**config.mk**
```make
export PLATFORM = sky130hd
export DESIGN_NAME = linear_grid_layout_rects
export DESIGN_NICKNAME = d
export VERILOG_FILES = /design/src/rtl/lglr_pkg.sv /design/src/rtl/linear_grid_layout_rects.sv /design/src/rtl/lglr_fifo.sv /design/src/rtl/lglr_front.sv /design/src/rtl/lglr_div.sv /design/src/rtl/lglr_back.sv
export SDC_FILE = /design/constraint.sdc
export NUM_CORES = 2
export LEC_CHECK = 0
export BUFFER_PORTS_ARGS = -buffer_cell sky130_fd_sc_hd__buf_2
export CAP_MARGIN = 0
export CORE_MARGIN = 2
export CORE_UTILIZATION = 45
export CTS_CLUSTER_DIAMETER = 30
export CTS_CLUSTER_SIZE = 8
export DETAILED_ROUTE_END_ITERATION = 10
export PLACE_DENSITY_LB_ADDON = 0.05
export SYNTH_ARGS = -nofsm -noshare
export SYNTH_HDL_FRONTEND = slang
export SYNTH_SLANG_ARGS = --single-unit
```
**constraint.sdc**
```tcl
create_clock -name i_clk -period 10.9 [get_ports i_clk]
set_clock_uncertainty 0.15 [all_clocks]
set_input_delay 1.09 -clock i_clk [delete_from_list [all_inputs] [get_ports i_clk]]
set_output_delay 1.09 -clock i_clk [all_outputs]
set_load 0.005 [all_outputs]
```
**src/rtl/lglr_pkg.sv**
```systemverilog
// Shared types and constants for the linear/grid layout block.
// Used by the front classifier, the divider, the back sequencer and the top level.
package lglr_pkg;

    localparam int CNT_W     = 7;   // item and column counts
    localparam int IDX_W     = 6;   // child index port
    localparam int NUM_W     = 20;  // signed dividends and quotients
    localparam int SPAN_W    = 17;  // inner spans and base coordinates
    localparam int SP_W      = 12;  // spacing and padding
    localparam int COORD_W   = 32;  // result coordinates and sizes
    localparam int DIV_CNT_W = $clog2(NUM_W + 1);

    typedef enum logic [1:0] {
        MODE_VLIST = 2'd0,
        MODE_HLIST = 2'd1,
        MODE_GRID  = 2'd2
    } t_mode;

    typedef enum logic [2:0] {
        S_IDLE,
        S_ROWS_GO,
        S_ROWS_WAIT,
        S_A_GO,
        S_A_WAIT,
        S_B_GO,
        S_B_WAIT,
        S_EMIT
    } t_state;

    // classified request, as queued between front and back
    typedef struct packed {
        t_mode                     mode;
        logic [CNT_W-1:0]          count;
        logic [CNT_W-1:0]          cols;
        logic [SP_W-1:0]           sp;
        logic signed [SPAN_W-1:0]  innerw;
        logic signed [SPAN_W-1:0]  innerh;
        logic signed [SPAN_W-1:0]  base_x;
        logic signed [SPAN_W-1:0]  base_y;
        logic signed [NUM_W-1:0]   num_a;
    } t_req;

    typedef struct packed {
        logic signed [COORD_W-1:0] x;
        logic signed [COORD_W-1:0] y;
        logic signed [COORD_W-1:0] w;
        logic signed [COORD_W-1:0] h;
        logic [IDX_W-1:0]          idx;
        logic                      last;
    } t_res;

endpackage

```
**src/rtl/linear_grid_layout_rects.sv**
```systemverilog
// Linear and grid layout of child rectangles: top level.
// Uses lglr_pkg, lglr_front, lglr_fifo and lglr_back.
//
// Input channel: a layout request is transferred when push is high and full is low.
// Requests with no children (zero items, selector three, grid without columns) are
// dropped at the front and give no transfer on the result side.
// Result channel: the oldest child is on the o_ ports while empty is low; it is
// transferred when pop is high and empty is low. Children come in index order,
// o_last marks the final one.
// Flow: a request passes through the request queue and is taken when the back is idle.
// A list then needs one division, a grid three (row count, cell width, cell height),
// each on the shared serial divider, one quotient bit per cycle. Children then follow
// one per cycle while the result queue has room. The request queue holds further
// requests while the back is busy; full rises when it fills.
// A stalled receiver holds children in the result queue and pauses the back; nothing
// is dropped. Reset empties both queues and returns the sequencer to idle.
module linear_grid_layout_rects import lglr_pkg::*; #(
    parameter int MAX_ITEMS = 64,
    parameter int REQ_DEPTH = 2,
    parameter int RES_DEPTH = 2
) (
    input  logic                      i_clk,
    input  logic                      i_rst_n,
    input  logic                      push,
    output logic                      full,
    input  logic signed [15:0]        i_parent_x,
    input  logic signed [15:0]        i_parent_y,
    input  logic [14:0]               i_parent_width,
    input  logic [14:0]               i_parent_height,
    input  logic [1:0]                i_mode,
    input  logic [CNT_W-1:0]          i_item_count,
    input  logic [CNT_W-1:0]          i_column_count,
    input  logic [SP_W-1:0]           i_padding,
    input  logic [SP_W-1:0]           i_spacing,
    input  logic                      pop,
    output logic                      empty,
    output logic signed [COORD_W-1:0] o_child_x,
    output logic signed [COORD_W-1:0] o_child_y,
    output logic signed [COORD_W-1:0] o_child_width,
    output logic signed [COORD_W-1:0] o_child_height,
    output logic [IDX_W-1:0]          o_child_index,
    output logic                      o_last
);

    t_req front_req;
    t_req q_req;
    logic front_keep;
    logic req_empty;
    logic req_pop;
    logic res_full;
    logic res_push;
    t_res back_res;
    t_res q_res;

    lglr_front #(
        .MAX_ITEMS (MAX_ITEMS)
    ) u_front (
        .i_parent_x      (i_parent_x),
        .i_parent_y      (i_parent_y),
        .i_parent_width  (i_parent_width),
        .i_parent_height (i_parent_height),
        .i_mode          (i_mode),
        .i_item_count    (i_item_count),
        .i_column_count  (i_column_count),
        .i_padding       (i_padding),
        .i_spacing       (i_spacing),
        .o_keep          (front_keep),
        .o_req           (front_req)
    );

    lglr_fifo #(
        .T     (t_req),
        .DEPTH (REQ_DEPTH)
    ) u_req_q (
        .i_clk   (i_clk),
        .i_rst_n (i_rst_n),
        .i_push  (push && front_keep),
        .i_wdata (front_req),
        .o_full  (full),
        .i_pop   (req_pop),
        .o_empty (req_empty),
        .o_rdata (q_req)
    );

    lglr_back u_back (
        .i_clk       (i_clk),
        .i_rst_n     (i_rst_n),
        .i_req_empty (req_empty),
        .i_req       (q_req),
        .o_req_pop   (req_pop),
        .i_res_full  (res_full),
        .o_res_push  (res_push),
        .o_res       (back_res)
    );

    lglr_fifo #(
        .T     (t_res),
        .DEPTH (RES_DEPTH)
    ) u_res_q (
        .i_clk   (i_clk),
        .i_rst_n (i_rst_n),
        .i_push  (res_push),
        .i_wdata (back_res),
        .o_full  (res_full),
        .i_pop   (pop),
        .o_empty (empty),
        .o_rdata (q_res)
    );

    assign o_child_x      = q_res.x;
    assign o_child_y      = q_res.y;
    assign o_child_width  = q_res.w;
    assign o_child_height = q_res.h;
    assign o_child_index  = q_res.idx;
    assign o_last         = q_res.last;

endmodule

```
**src/rtl/lglr_fifo.sv**
```systemverilog
// Small synchronous queue with show-ahead read, generic in entry type and depth.
// No package dependency.
module lglr_fifo #(
    parameter type T     = logic,
    parameter int  DEPTH = 2
) (
    input  logic i_clk,
    input  logic i_rst_n,
    input  logic i_push,
    input  T     i_wdata,
    output logic o_full,
    input  logic i_pop,
    output logic o_empty,
    output T     o_rdata
);

    localparam int PTR_W  = (DEPTH > 1) ? $clog2(DEPTH) : 1;
    localparam int FILL_W = $clog2(DEPTH + 1);

    T                  r_mem [DEPTH];
    logic [PTR_W-1:0]  r_wr_ptr;
    logic [PTR_W-1:0]  r_rd_ptr;
    logic [FILL_W-1:0] r_fill;
    logic              do_push;
    logic              do_pop;

    assign o_full  = (r_fill == FILL_W'(DEPTH));
    assign o_empty = (r_fill == '0);
    assign do_push = i_push && !o_full;
    assign do_pop  = i_pop && !o_empty;
    assign o_rdata = r_mem[r_rd_ptr];

    always_ff @(posedge i_clk) begin
        if (!i_rst_n) begin
            r_wr_ptr <= '0;
            r_rd_ptr <= '0;
            r_fill   <= '0;
        end else begin
            if (do_push) begin
                r_wr_ptr <= (r_wr_ptr == PTR_W'(DEPTH - 1)) ? '0 : r_wr_ptr + 1'b1;
            end
            if (do_pop) begin
                r_rd_ptr <= (r_rd_ptr == PTR_W'(DEPTH - 1)) ? '0 : r_rd_ptr + 1'b1;
            end
            if (do_push && !do_pop) begin
                r_fill <= r_fill + 1'b1;
            end else if (do_pop && !do_push) begin
                r_fill <= r_fill - 1'b1;
            end
        end
    end

    always_ff @(posedge i_clk) begin
        if (do_push) begin
            r_mem[r_wr_ptr] <= i_wdata;
        end
    end

endmodule

```
**src/rtl/lglr_front.sv**
```systemverilog
// Front classifier: saturates the count, drops requests that yield nothing,
// and precomputes inner spans, base coordinates and the first dividend. Uses lglr_pkg.
module lglr_front import lglr_pkg::*; #(
    parameter int MAX_ITEMS = 64
) (
    input  logic signed [15:0] i_parent_x,
    input  logic signed [15:0] i_parent_y,
    input  logic [14:0]        i_parent_width,
    input  logic [14:0]        i_parent_height,
    input  logic [1:0]         i_mode,
    input  logic [CNT_W-1:0]   i_item_count,
    input  logic [CNT_W-1:0]   i_column_count,
    input  logic [SP_W-1:0]    i_padding,
    input  logic [SP_W-1:0]    i_spacing,
    output logic               o_keep,
    output t_req               o_req
);

    logic [CNT_W-1:0]         count_sat;
    logic [CNT_W-1:0]         n_div;
    logic signed [SPAN_W-1:0] innerw;
    logic signed [SPAN_W-1:0] innerh;
    logic signed [SPAN_W-1:0] span;
    logic [NUM_W-1:0]         gaps;
    logic                     mode_ok;

    assign count_sat = (i_item_count > CNT_W'(MAX_ITEMS)) ? CNT_W'(MAX_ITEMS) : i_item_count;
    assign mode_ok   = (i_mode == MODE_VLIST) || (i_mode == MODE_HLIST) || (i_mode == MODE_GRID);
    assign o_keep    = mode_ok && (count_sat != '0) &&
                       !((i_mode == MODE_GRID) && (i_column_count == '0));

    assign innerw = SPAN_W'(i_parent_width)  - SPAN_W'({i_padding, 1'b0});
    assign innerh = SPAN_W'(i_parent_height) - SPAN_W'({i_padding, 1'b0});

    // list splits along its own axis; grid splits the width across columns
    assign span  = (i_mode == MODE_VLIST) ? innerh : innerw;
    assign n_div = (i_mode == MODE_GRID) ? i_column_count : count_sat;
    assign gaps  = NUM_W'(i_spacing) * NUM_W'(n_div - 1'b1);

    always_comb begin
        o_req        = '0;
        o_req.mode   = t_mode'(i_mode);
        o_req.count  = count_sat;
        o_req.cols   = i_column_count;
        o_req.sp     = i_spacing;
        o_req.innerw = innerw;
        o_req.innerh = innerh;
        o_req.base_x = SPAN_W'(i_parent_x) + SPAN_W'(i_padding);
        o_req.base_y = SPAN_W'(i_parent_y) + SPAN_W'(i_padding);
        o_req.num_a  = NUM_W'(span) - gaps;
    end

endmodule

```
**src/rtl/lglr_div.sv**
```systemverilog
// Restoring serial divider: signed dividend by positive count, truncating toward zero,
// one quotient bit per cycle. Uses lglr_pkg.
module lglr_div import lglr_pkg::*; (
    input  logic                    i_clk,
    input  logic                    i_rst_n,
    input  logic                    i_start,
    input  logic signed [NUM_W-1:0] i_num,
    input  logic [CNT_W-1:0]        i_den,
    output logic                    o_done,
    output logic signed [NUM_W-1:0] o_quot
);

    logic [NUM_W-1:0]     r_quo;
    logic [CNT_W-1:0]     r_rem;
    logic [CNT_W-1:0]     r_den;
    logic [DIV_CNT_W-1:0] r_cnt;
    logic                 r_busy;
    logic                 r_done;
    logic                 r_neg;
    logic [CNT_W:0]       rem_sh;
    logic [CNT_W:0]       rem_diff;
    logic                 fits;

    assign rem_sh   = {r_rem, r_quo[NUM_W-1]};
    assign rem_diff = rem_sh - {1'b0, r_den};
    assign fits     = (rem_sh >= {1'b0, r_den});
    assign o_done   = r_done;
    assign o_quot   = r_neg ? -$signed(r_quo) : $signed(r_quo);

    always_ff @(posedge i_clk) begin
        if (!i_rst_n) begin
            r_busy <= 1'b0;
            r_done <= 1'b0;
            r_cnt  <= '0;
        end else begin
            r_done <= 1'b0;
            if (i_start) begin
                r_busy <= 1'b1;
                r_cnt  <= DIV_CNT_W'(NUM_W);
            end else if (r_busy) begin
                r_cnt <= r_cnt - 1'b1;
                if (r_cnt == DIV_CNT_W'(1)) begin
                    r_busy <= 1'b0;
                    r_done <= 1'b1;
                end
            end
        end
    end

    always_ff @(posedge i_clk) begin
        if (i_start) begin
            // divide magnitudes, restore sign at the end
            r_quo <= i_num[NUM_W-1] ? NUM_W'(-i_num) : NUM_W'(i_num);
            r_neg <= i_num[NUM_W-1];
            r_den <= i_den;
            r_rem <= '0;
        end else if (r_busy) begin
            r_rem <= fits ? rem_diff[CNT_W-1:0] : rem_sh[CNT_W-1:0];
            r_quo <= {r_quo[NUM_W-2:0], fits};
        end
    end

endmodule

```
**src/rtl/lglr_back.sv**
```systemverilog
// Back sequencer: runs one request's divisions on the shared divider, then walks
// the children one per cycle while the result queue has room. Uses lglr_pkg, lglr_div.
module lglr_back import lglr_pkg::*; (
    input  logic i_clk,
    input  logic i_rst_n,
    input  logic i_req_empty,
    input  t_req i_req,
    output logic o_req_pop,
    input  logic i_res_full,
    output logic o_res_push,
    output t_res o_res
);

    t_state                    r_state;
    t_state                    n_state;
    t_mode                     r_mode;
    logic [CNT_W-1:0]          r_count;
    logic [CNT_W-1:0]          r_cols;
    logic [CNT_W-1:0]          r_cols_eff;
    logic [CNT_W-1:0]          r_rows;
    logic [SP_W-1:0]           r_sp;
    logic signed [SPAN_W-1:0]  r_innerh;
    logic signed [SPAN_W-1:0]  r_base_x;
    logic signed [NUM_W-1:0]   r_num_a;
    logic signed [NUM_W-1:0]   r_num_b;
    logic signed [NUM_W-1:0]   r_w;
    logic signed [NUM_W-1:0]   r_h;
    logic signed [COORD_W-1:0] r_x;
    logic signed [COORD_W-1:0] r_y;
    logic [CNT_W-1:0]          r_col;
    logic [CNT_W-1:0]          r_idx;

    logic                      div_start;
    logic signed [NUM_W-1:0]   div_num;
    logic [CNT_W-1:0]          div_den;
    logic                      div_done;
    logic signed [NUM_W-1:0]   div_quot;
    logic [CNT_W-1:0]          rows_q;
    logic                      is_last;
    logic [COORD_W-1:0]        step_x;
    logic [COORD_W-1:0]        step_y;

    lglr_div u_div (
        .i_clk   (i_clk),
        .i_rst_n (i_rst_n),
        .i_start (div_start),
        .i_num   (div_num),
        .i_den   (div_den),
        .o_done  (div_done),
        .o_quot  (div_quot)
    );

    assign rows_q  = div_quot[CNT_W-1:0];
    assign is_last = (r_idx == r_count - 1'b1);
    assign step_x  = COORD_W'(r_w) + COORD_W'(r_sp);
    assign step_y  = COORD_W'(r_h) + COORD_W'(r_sp);

    always_comb begin
        n_state = r_state;
        case (r_state)
            S_IDLE: begin
                if (!i_req_empty) begin
                    n_state = (i_req.mode == MODE_GRID) ? S_ROWS_GO : S_A_GO;
                end
            end
            S_ROWS_GO:   n_state = S_ROWS_WAIT;
            S_ROWS_WAIT: if (div_done) n_state = S_A_GO;
            S_A_GO:      n_state = S_A_WAIT;
            S_A_WAIT: begin
                if (div_done) begin
                    n_state = (r_mode == MODE_GRID) ? S_B_GO : S_EMIT;
                end
            end
            S_B_GO:      n_state = S_B_WAIT;
            S_B_WAIT:    if (div_done) n_state = S_EMIT;
            S_EMIT:      if (!i_res_full && is_last) n_state = S_IDLE;
            default:     n_state = S_IDLE;
        endcase
    end

    always_comb begin
        o_req_pop  = 1'b0;
        div_start  = 1'b0;
        div_num    = r_num_a;
        div_den    = (r_mode == MODE_GRID) ? r_cols : r_count;
        o_res_push = 1'b0;
        case (r_state)
            S_IDLE:    o_req_pop = !i_req_empty;
            S_ROWS_GO: begin
                div_start = 1'b1;
                div_num   = NUM_W'({1'b0, r_count} + {1'b0, r_cols} - 1'b1);
                div_den   = r_cols;
            end
            S_A_GO:    div_start = 1'b1;
            S_B_GO: begin
                div_start = 1'b1;
                div_num   = r_num_b;
                div_den   = r_rows;
            end
            S_EMIT:    o_res_push = !i_res_full;
            default:   o_req_pop = 1'b0;
        endcase
    end

    always_comb begin
        o_res.x    = r_x;
        o_res.y    = r_y;
        o_res.w    = COORD_W'(r_w);
        o_res.h    = COORD_W'(r_h);
        o_res.idx  = r_idx[IDX_W-1:0];
        o_res.last = is_last;
    end

    always_ff @(posedge i_clk) begin
        if (!i_rst_n) begin
            r_state <= S_IDLE;
        end else begin
            r_state <= n_state;
        end
    end

    always_ff @(posedge i_clk) begin
        case (r_state)
            S_IDLE: begin
                if (!i_req_empty) begin
                    r_mode   <= i_req.mode;
                    r_count  <= i_req.count;
                    r_cols   <= i_req.cols;
                    r_sp     <= i_req.sp;
                    r_innerh <= i_req.innerh;
                    r_base_x <= i_req.base_x;
                    r_num_a  <= i_req.num_a;
                    r_w      <= NUM_W'(i_req.innerw);
                    r_h      <= NUM_W'(i_req.innerh);
                    r_x      <= COORD_W'(i_req.base_x);
                    r_y      <= COORD_W'(i_req.base_y);
                    r_col    <= '0;
                    r_idx    <= '0;
                    case (i_req.mode)
                        MODE_VLIST: r_cols_eff <= CNT_W'(1);
                        MODE_HLIST: r_cols_eff <= i_req.count;
                        default:    r_cols_eff <= i_req.cols;
                    endcase
                end
            end
            S_ROWS_WAIT: begin
                if (div_done) begin
                    r_rows  <= rows_q;
                    r_num_b <= NUM_W'(r_innerh) - NUM_W'(r_sp) * NUM_W'(rows_q - 1'b1);
                end
            end
            S_A_WAIT: begin
                if (div_done) begin
                    if (r_mode == MODE_VLIST) begin
                        r_h <= div_quot;
                    end else begin
                        r_w <= div_quot;
                    end
                end
            end
            S_B_WAIT: begin
                if (div_done) begin
                    r_h <= div_quot;
                end
            end
            S_EMIT: begin
                if (!i_res_full) begin
                    r_idx <= r_idx + 1'b1;
                    // wrap to the next row at the last column
                    if (r_col == r_cols_eff - 1'b1) begin
                        r_col <= '0;
                        r_x   <= COORD_W'(r_base_x);
                        r_y   <= r_y + step_y;
                    end else begin
                        r_col <= r_col + 1'b1;
                        r_x   <= r_x + step_x;
                    end
                end
            end
            default: begin
                r_idx <= r_idx;
            end
        endcase
    end

    a_col_bound: assert property (@(posedge i_clk) disable iff (!i_rst_n)
        (r_state == S_EMIT) |-> (r_col < r_cols_eff))
        else $error("column counter past column count");

    a_idx_bound: assert property (@(posedge i_clk) disable iff (!i_rst_n)
        (r_state == S_EMIT) |-> (r_idx < r_count))
        else $error("child index past item count");

    a_done_wait: assert property (@(posedge i_clk) disable iff (!i_rst_n)
        div_done |-> (r_state == S_ROWS_WAIT || r_state == S_A_WAIT ||
                      r_state == S_B_WAIT))
        else $error("divider finished outside a wait state");

    a_rows_pos: assert property (@(posedge i_clk) disable iff (!i_rst_n)
        (r_state == S_ROWS_WAIT && div_done) |-> (div_quot > 0))
        else $error("grid row count is zero");

endmodule

```
# --- Yosys cells after proc, flatten, opt, wreduce, memory -nomap -nowiden ---
# Memory sizes are Yosys's and may differ from the RTL's. A register that Yosys moved wholly into a read port is not among the register bits.
# Cells that the tools add are included.
# W data, S select, Z words.
classes:
  add_sub_neg: 30
  mul: 2
  order_cmp: 2
  eq_ne: 26
  mux: 68
  n_bitwise: 3
  n_reduce_logical: 48
ops:
  columns: ["operator", "count"]
  rows:
  - ["$mux W20", 11]
  - ["$mux W32", 6]
  - ["$pmux W32 S2", 2]
  - ["$pmux W20 S2", 2]
  - ["$add A32 B32 Y32", 2]
  - ["$pmux W20 S3", 1]
  - ["$mux W7", 8]
  - ["$pmux W7 S2", 4]
  - ["$add A20 B13 Y21", 2]
  - ["$mul A12 B20 Y20", 2]
  - ["$neg A20 Y20", 2]
  - ["$sub A20 B20 Y20", 2]
  - ["$add A16 B13 Y17", 2]
  - ["$sub A15 B13 Y16", 2]
  - ["$pmux W3 S8", 1]
  - ["$sub A20 B1 Y20 const B", 1]
  - ["$mux W1", 19]
  - ["$mux W17", 1]
  - ["$sub A7 B1 Y8 const B", 2]
  - ["$mux W3", 5]
  - ["$add A7 B1 Y7 const B", 2]
  - ["$eq A7 B7 Y1", 2]
  - ["$sub A7 B1 Y7 const B", 2]
  - ["$logic_and A1 B1 Y1", 13]
  - ["other kinds (33)", 83]
word_totals:
  register_bits: 287
  ramBits: 502
  in_bits: 106
  output_inout_bits: 137
  word_cells: 212
  memories: 2
mem_list:
  columns: ["memory", "depth", "word_bits", "rd", "rd_clocked_by_memory_dff", "write_ports", "line_no", "rtl"]
  rows:
  - ["u_res_q.r_mem", 2, 135, 1, 1, 1, "lglr_fifo.sv:20", "T r_mem [DEPTH];"]
  - ["u_req_q.r_mem", 2, 116, 1, 1, 1, "lglr_fifo.sv:20", null]

# --- Logic depth before layout (Yosys ltp) ---
logic_depth:
  ltp_word: 11
  mapped_depth: 30
  depth_no_buf: 29

# --- Hierarchy ---
# Synthesis repeated with hierarchy kept, for this count alone.
hier_totals:
  cells_unflattened: 3875
  area_unflattened_um2: 47062.6
by_module_without_submodules:
  columns: ["mod", "n_inst", "cells_each", "area_each_um2", "seq_area_each_um2"]
  rows:
  - ["lglr_back", 1, 1826, 18267.5, 7086.8]
  - ["lglr_fifo at u_res_q", 1, 445, 10168.5, 8207.9]
  - ["lglr_fifo at u_req_q", 1, 386, 8759.7, 7066.8]
  - ["lglr_front", 1, 883, 6836.6, 0.0]
  - ["lglr_div", 1, 334, 3024.2, 1121.1]
  - ["linear_grid_layout_rects", 1, 1, 6.3, 0.0]

# --- Least setup slack after synthesis ---
# Ideal clock, no wire load.
synth_path:
  path_kind: "in2reg"
  start: "in i_mode[0]"
  end: "mem u_req_q.r_mem[0][18] (netlist name) (data pin)"
  setup_time_ns: 0.262
  arrival_time_ns: 7.467
  slack_ns: 3.021
  stages: 28
  path_buffers: 3
  cell_sequence: "nand2b_1 clkbuf_1 mux2i_1 clkbuf_1 ha_1 nand3_1 nor2_1 xnor2_1 clkbuf_1 nand2_1 fa_1 inv_1 fa_1 inv_1 fa_1 fa_1 inv_1 fa_1 inv_1 ha_1 and2_1 o21bai_1 a41oi_1 a2111oi_1 o21a_1 o21ai_1 a311o_1 xnor2_1"
synth_lines:
  columns: ["item", "line_no", "rtl"]
  rows:
  - ["start, declared", "linear_grid_layout_rects.sv:30", "input logic [1:0] i_mode,"]
  - ["end, declared", "lglr_fifo.sv:20", null]

# --- Final worst setup path ---
layout_path:
  start: "reg u_back.u_div.r_quo[0]"
  end: "reg u_back.r_num_b[19] (data pin)"
layout_via:
  elab_chain_cells: 5
layout_rtl:
  columns: ["item", "line_no", "rtl"]
  rows:
  - ["start, declared", "lglr_div.sv:13", "logic [NUM_W-1:0] r_quo;"]
  - ["start signal, assigned", "lglr_div.sv:53", "r_quo <= i_num[NUM_W-1] ? NUM_W'(-i_num) : NUM_W'(i_num);"]
  - ["start signal, assigned", "lglr_div.sv:59", "r_quo <= {r_quo[NUM_W-2:0], fits};"]
  - ["$neg A20 Y20", "lglr_div.sv:28", "assign o_quot = r_neg ? -$signed(r_quo) : $signed(r_quo);"]
  - ["$mux W20", "lglr_div.sv:28", null]
  - ["net u_back.div_quot[5]", "lglr_back.sv:37", "logic signed [NUM_W-1:0] div_quot;"]
  - ["$sub A7 B1 Y8", "lglr_back.sv:149", "r_num_b <= NUM_W'(r_innerh) - NUM_W'(r_sp) * NUM_W'(rows_q - 1'b1);"]
  - ["$mul A12 B20 Y20", "lglr_back.sv:149", null]
  - ["$sub A20 B20 Y20", "lglr_back.sv:149", null]
  - ["end signal, assigned", "lglr_back.sv:149", null]
  - ["end, declared", "lglr_back.sv:25", "logic signed [NUM_W-1:0] r_num_b;"]
# The timed path passes the listed nets, and every way through them passes these cells.
# A chain may end at the register's enable or synchronous reset.

==> metrics.md <==
| Metric | Value |
|---|---|
| MaxCap Viol Count | `0` |
| Fmax | `121.0 MHz` |
| Core footprint | `100300 um^2` |
| Yosys cell types | `85` |
| Met1 global-route usage | `33.12%` |
| Pre-CTS WS | `2.284 ns` |
| Synth Cell Area | `45610 um^2` |
| CTS tree | `done` |
| Tightest Hold Check Type | `flop to flop` |
| Hold Path Stages | `2` |
| RSZ-0062 raised after global routing | `false` |
| Most used routing layer | `met2` |
| Setup violators final | `0` |
| Synthesized area per cell | `11.79 um^2` |
| Seq cells post-synth | `738` |
| Top-area cell type share of the netlist area | `46.81%` |
| Cell taking the most area after synthesis | `edfxtp_1` |
| Setup WS post-layout | `2.636 ns` |
| Worst-path clk slew | `0.04 ns` |
| Final min period | `8.264 ns` |
| Vias in the first global route | `30190` |
| Hold Vio Cnt, Final | `0` |
| Hold endpoint | `u_back.u_div.r_rem[6]` |
| Mapped Cells | `3870` |
| DR vias/cell | `5.265` |
| Startpoint Class | `flop` |
| Post_cts resized | `0` |
| Area delta synth->final | `18.47%` |
| First-pass GRT wire length | `183.2 mm` |
| Worst Path Arrival | `8.61 ns` |
| Clock sink total | `738` |
| TNS Setup | `0 ns` |
| Filler cells | `8711` |
| Most area-consuming cells after synthesis | `edfxtp_1, fa_1, ha_1` |
| Min-delay src | `u_back.u_div.r_rem[6]` |
| Async set-reset flop share out of synthesis | `0%` |
| R2R depth | `28` |
| Slew @ Worst Pin | `1.306 ns` |
| Share of layout cells above drive strength 1 | `17.86%` |
| Die width | `322.4 um` |
| Fin crit share | `75.82%` |
| Largest net degree at the start of global routing | `98` |
| Wirelength, routed | `120.4 mm` |
| Starting Density | `45.48%` |
| DP Cell Count | `5374` |
| CTS H-tree lvls | `4` |
| Post-synthesis sequential area ratio | `47.99%` |
| Tot GR Track Use | `23.59%` |
| Number of routed nets with antenna violations | `0` |
| Met3 Use GR | `3.893%` |
| IO buf count | `242` |
| Hold Slack | `0.3215 ns` |
| Worst skew pair latency | `0.76 ns` |
| Max-slew violation count | `0` |
| CTS buffer count | `166` |
| Critical path class | `flop to flop` |
| Initial antenna violation count | `9` |
| Met2 Usage GRT | `37.78%` |
| Post-synth EDFFs | `711` |
| Setup Fix Bufs, Post-CTS | `0` |
| Total grt overflow | `0` |
| Most frequent CP cell | `fa_1` |
| Worst R2R Start | `u_back.u_div.r_quo[0]` |
| First-pass iteration count of the detailed router | `5` |
| Finished Layout Cells | `5684` |
| Vert. Die Dim | `322.4 um` |
| CTS Hold Buffers Added | `0` |
| Worst-case clock buffer depth | `3` |
| Slowest-stage cell, CP | `nor3_2` |
| Ys Warns | `0` |
| Ports | `243` |
| Routed vias | `29930` |
| Die area | `103900 um^2` |
| Main flop type after synthesis | `edfxtp_1` |
| Largest stage delay, worst path | `0.72 ns` |
| R2R Setup Slk | `2.64 ns` |
| Nets@finish | `4778` |
| R2r endpoint | `u_back.r_num_b[19]` |
| Rel. slew slack | `12.48%` |
| Syn Nets | `4463` |
| Status | `complete, no violations` |
| Iter 0 DRT Violations | `1942` |
| Root Buffer Master | `clkbuf_16` |
| Crit Path Max Fanout | `17` |
| Std cell rows | `116` |
| Wire per inst | `21.18 um` |
| DPL Wire Length | `90.33 mm` |
| Req. time, crit path | `11.24 ns` |
| Routability cong. | `0.8572` |
| CP endpoint kind | `flop` |
| DRC viols | `0` |
==> routing by layer <==
layer / up-vias / wire length, um
li1: 14300 / -
met1: 14800 / 55920
met2: 679 / 56030
met3: 151 / 5921
met4: 0 / 2529
met5: - / 0
==> critical path, delay by kind of cell, from the launching register on <==
family | cells | cell delay, ns
DFF | 1 | 0.35
adders and majority gates | 6 | 2.78
and+or+nand+nor | 7 | 2.43
AOI/OAI and AO/OA | 7 | 1.23
xor gates and xnor gates | 2 | 0.15
buffers and inverters | 6 | 0.94
==> final cells by class <==
type | count | area [um^2] | share of cell area (%)
clock inverters | 105 | 1370 | 2.535
inverters | 395 | 1484 | 2.746
clock buffers | 200 | 4345 | 8.041
diodes | 5 | 12.51 | 0.02315
well taps | 1357 | 1698 | 3.142
flip-flops and latches | 738 | 21900 | 40.52
repair buffers | 281 | 1516 | 2.806
multi-input cells | 2603 | 21720 | 40.18
==> cell usage in the layout, fill, tap and decap left out, types with 26 or more instances in the layout <==
master and count:
nor2_1 248, and3_1 29, xnor2_1 181, o21ai_0 179, edfxtp_1 711, a21oi_1 182
fa_1 233, and2_1 97, a21o_1 59, xor2_1 96, mux2i_1 56, nand2_1 254
ha_1 254, inv_1 393, clkbuf_16 169, nor2b_1 76, nand2b_1 34, nand3_1 64
buf_2 242, bufinv_16 26, a211oi_1 34, nor3_1 44, clkbuf_1 31, buf_4 38
mux2_2 197
==> synthesized netlist by cell type, types with 13 or more instances <==
library cell  instances
and2_1               98
fa_1                233
o21ai_0             180
dfxtp_1              27
mux2i_1              56
or3_1                24
a21o_1               59
nor2b_1              78
a31oi_1              18
inv_1               394
buf_4                24
mux2_2              197
o21bai_1             25
nand2b_1             34
edfxtp_1            711
nand3_1              64
xnor2_1             181
o21a_1               23
and3_1               31
a21oi_1             185
nand2_1             255
nor3_1               46
clkbuf_1             96
a211oi_1             34
o211ai_1             14
nand4_1              13
nor2_1              251
xor2_1               96
ha_1                254
==> worst max-delay path by stage <==
stage / start / end / slack, ns / cells after the start
4_1_cts: u_back.u_div.r_quo[0] / u_back.r_num_b[19] / 2.60 / 28
2_1_floorplan: i_mode[0] / u_req_q.r_mem[0][18] / 3.02 / 28
3_5_place_dp: i_mode[0] / u_req_q.r_mem[1][18] / 2.28 / 27
5_1_grt: u_back.u_div.r_quo[0] / u_back.r_num_b[19] / 2.02 / 28
6_report: u_back.u_div.r_quo[0] / u_back.r_num_b[19] / 2.64 / 28
3_3_place_gp: i_mode[0] / u_req_q.r_mem[0][18] / 2.34 / 27
==> flip-flops by register name, summed over array words and instances (netlist names), 17 cells and up, named ones only <==
name,count
u_back.r_h,20
u_back.r_num_b,20
u_res_q.r_mem,222
u_back.u_div.r_quo,20
u_back.r_w,20
u_back.r_y,32
u_back.r_base_x,17
u_back.r_x,32
u_back.r_num_a,20
u_req_q.r_mem,228
==> stage by stage <==
stage	util, %	area, um^2
global route	53.88	54030
finish	53.88	54040
global placement	48.17	48310
floorplan	-	45620
detailed placement	48.17	48310
CTS	53.87	54030
==> cells by family after synthesis <==
| group | Yosys count | share of synthesized area (%) |
|---|---|---|
| flops | 738 | 47.99 |
| mux | 253 | 6.092 |
| compound gates | 641 | 8.778 |
| xor+xnor | 277 | 5.319 |
| fa+ha+maj | 488 | 17.21 |
| simple gates | 944 | 10.05 |
| buf+inv | 529 | 4.556 |
Power is left out: the tool's default activity adds up to more than one toggle a clock period on the data nets, which glitch-free logic cannot reach.
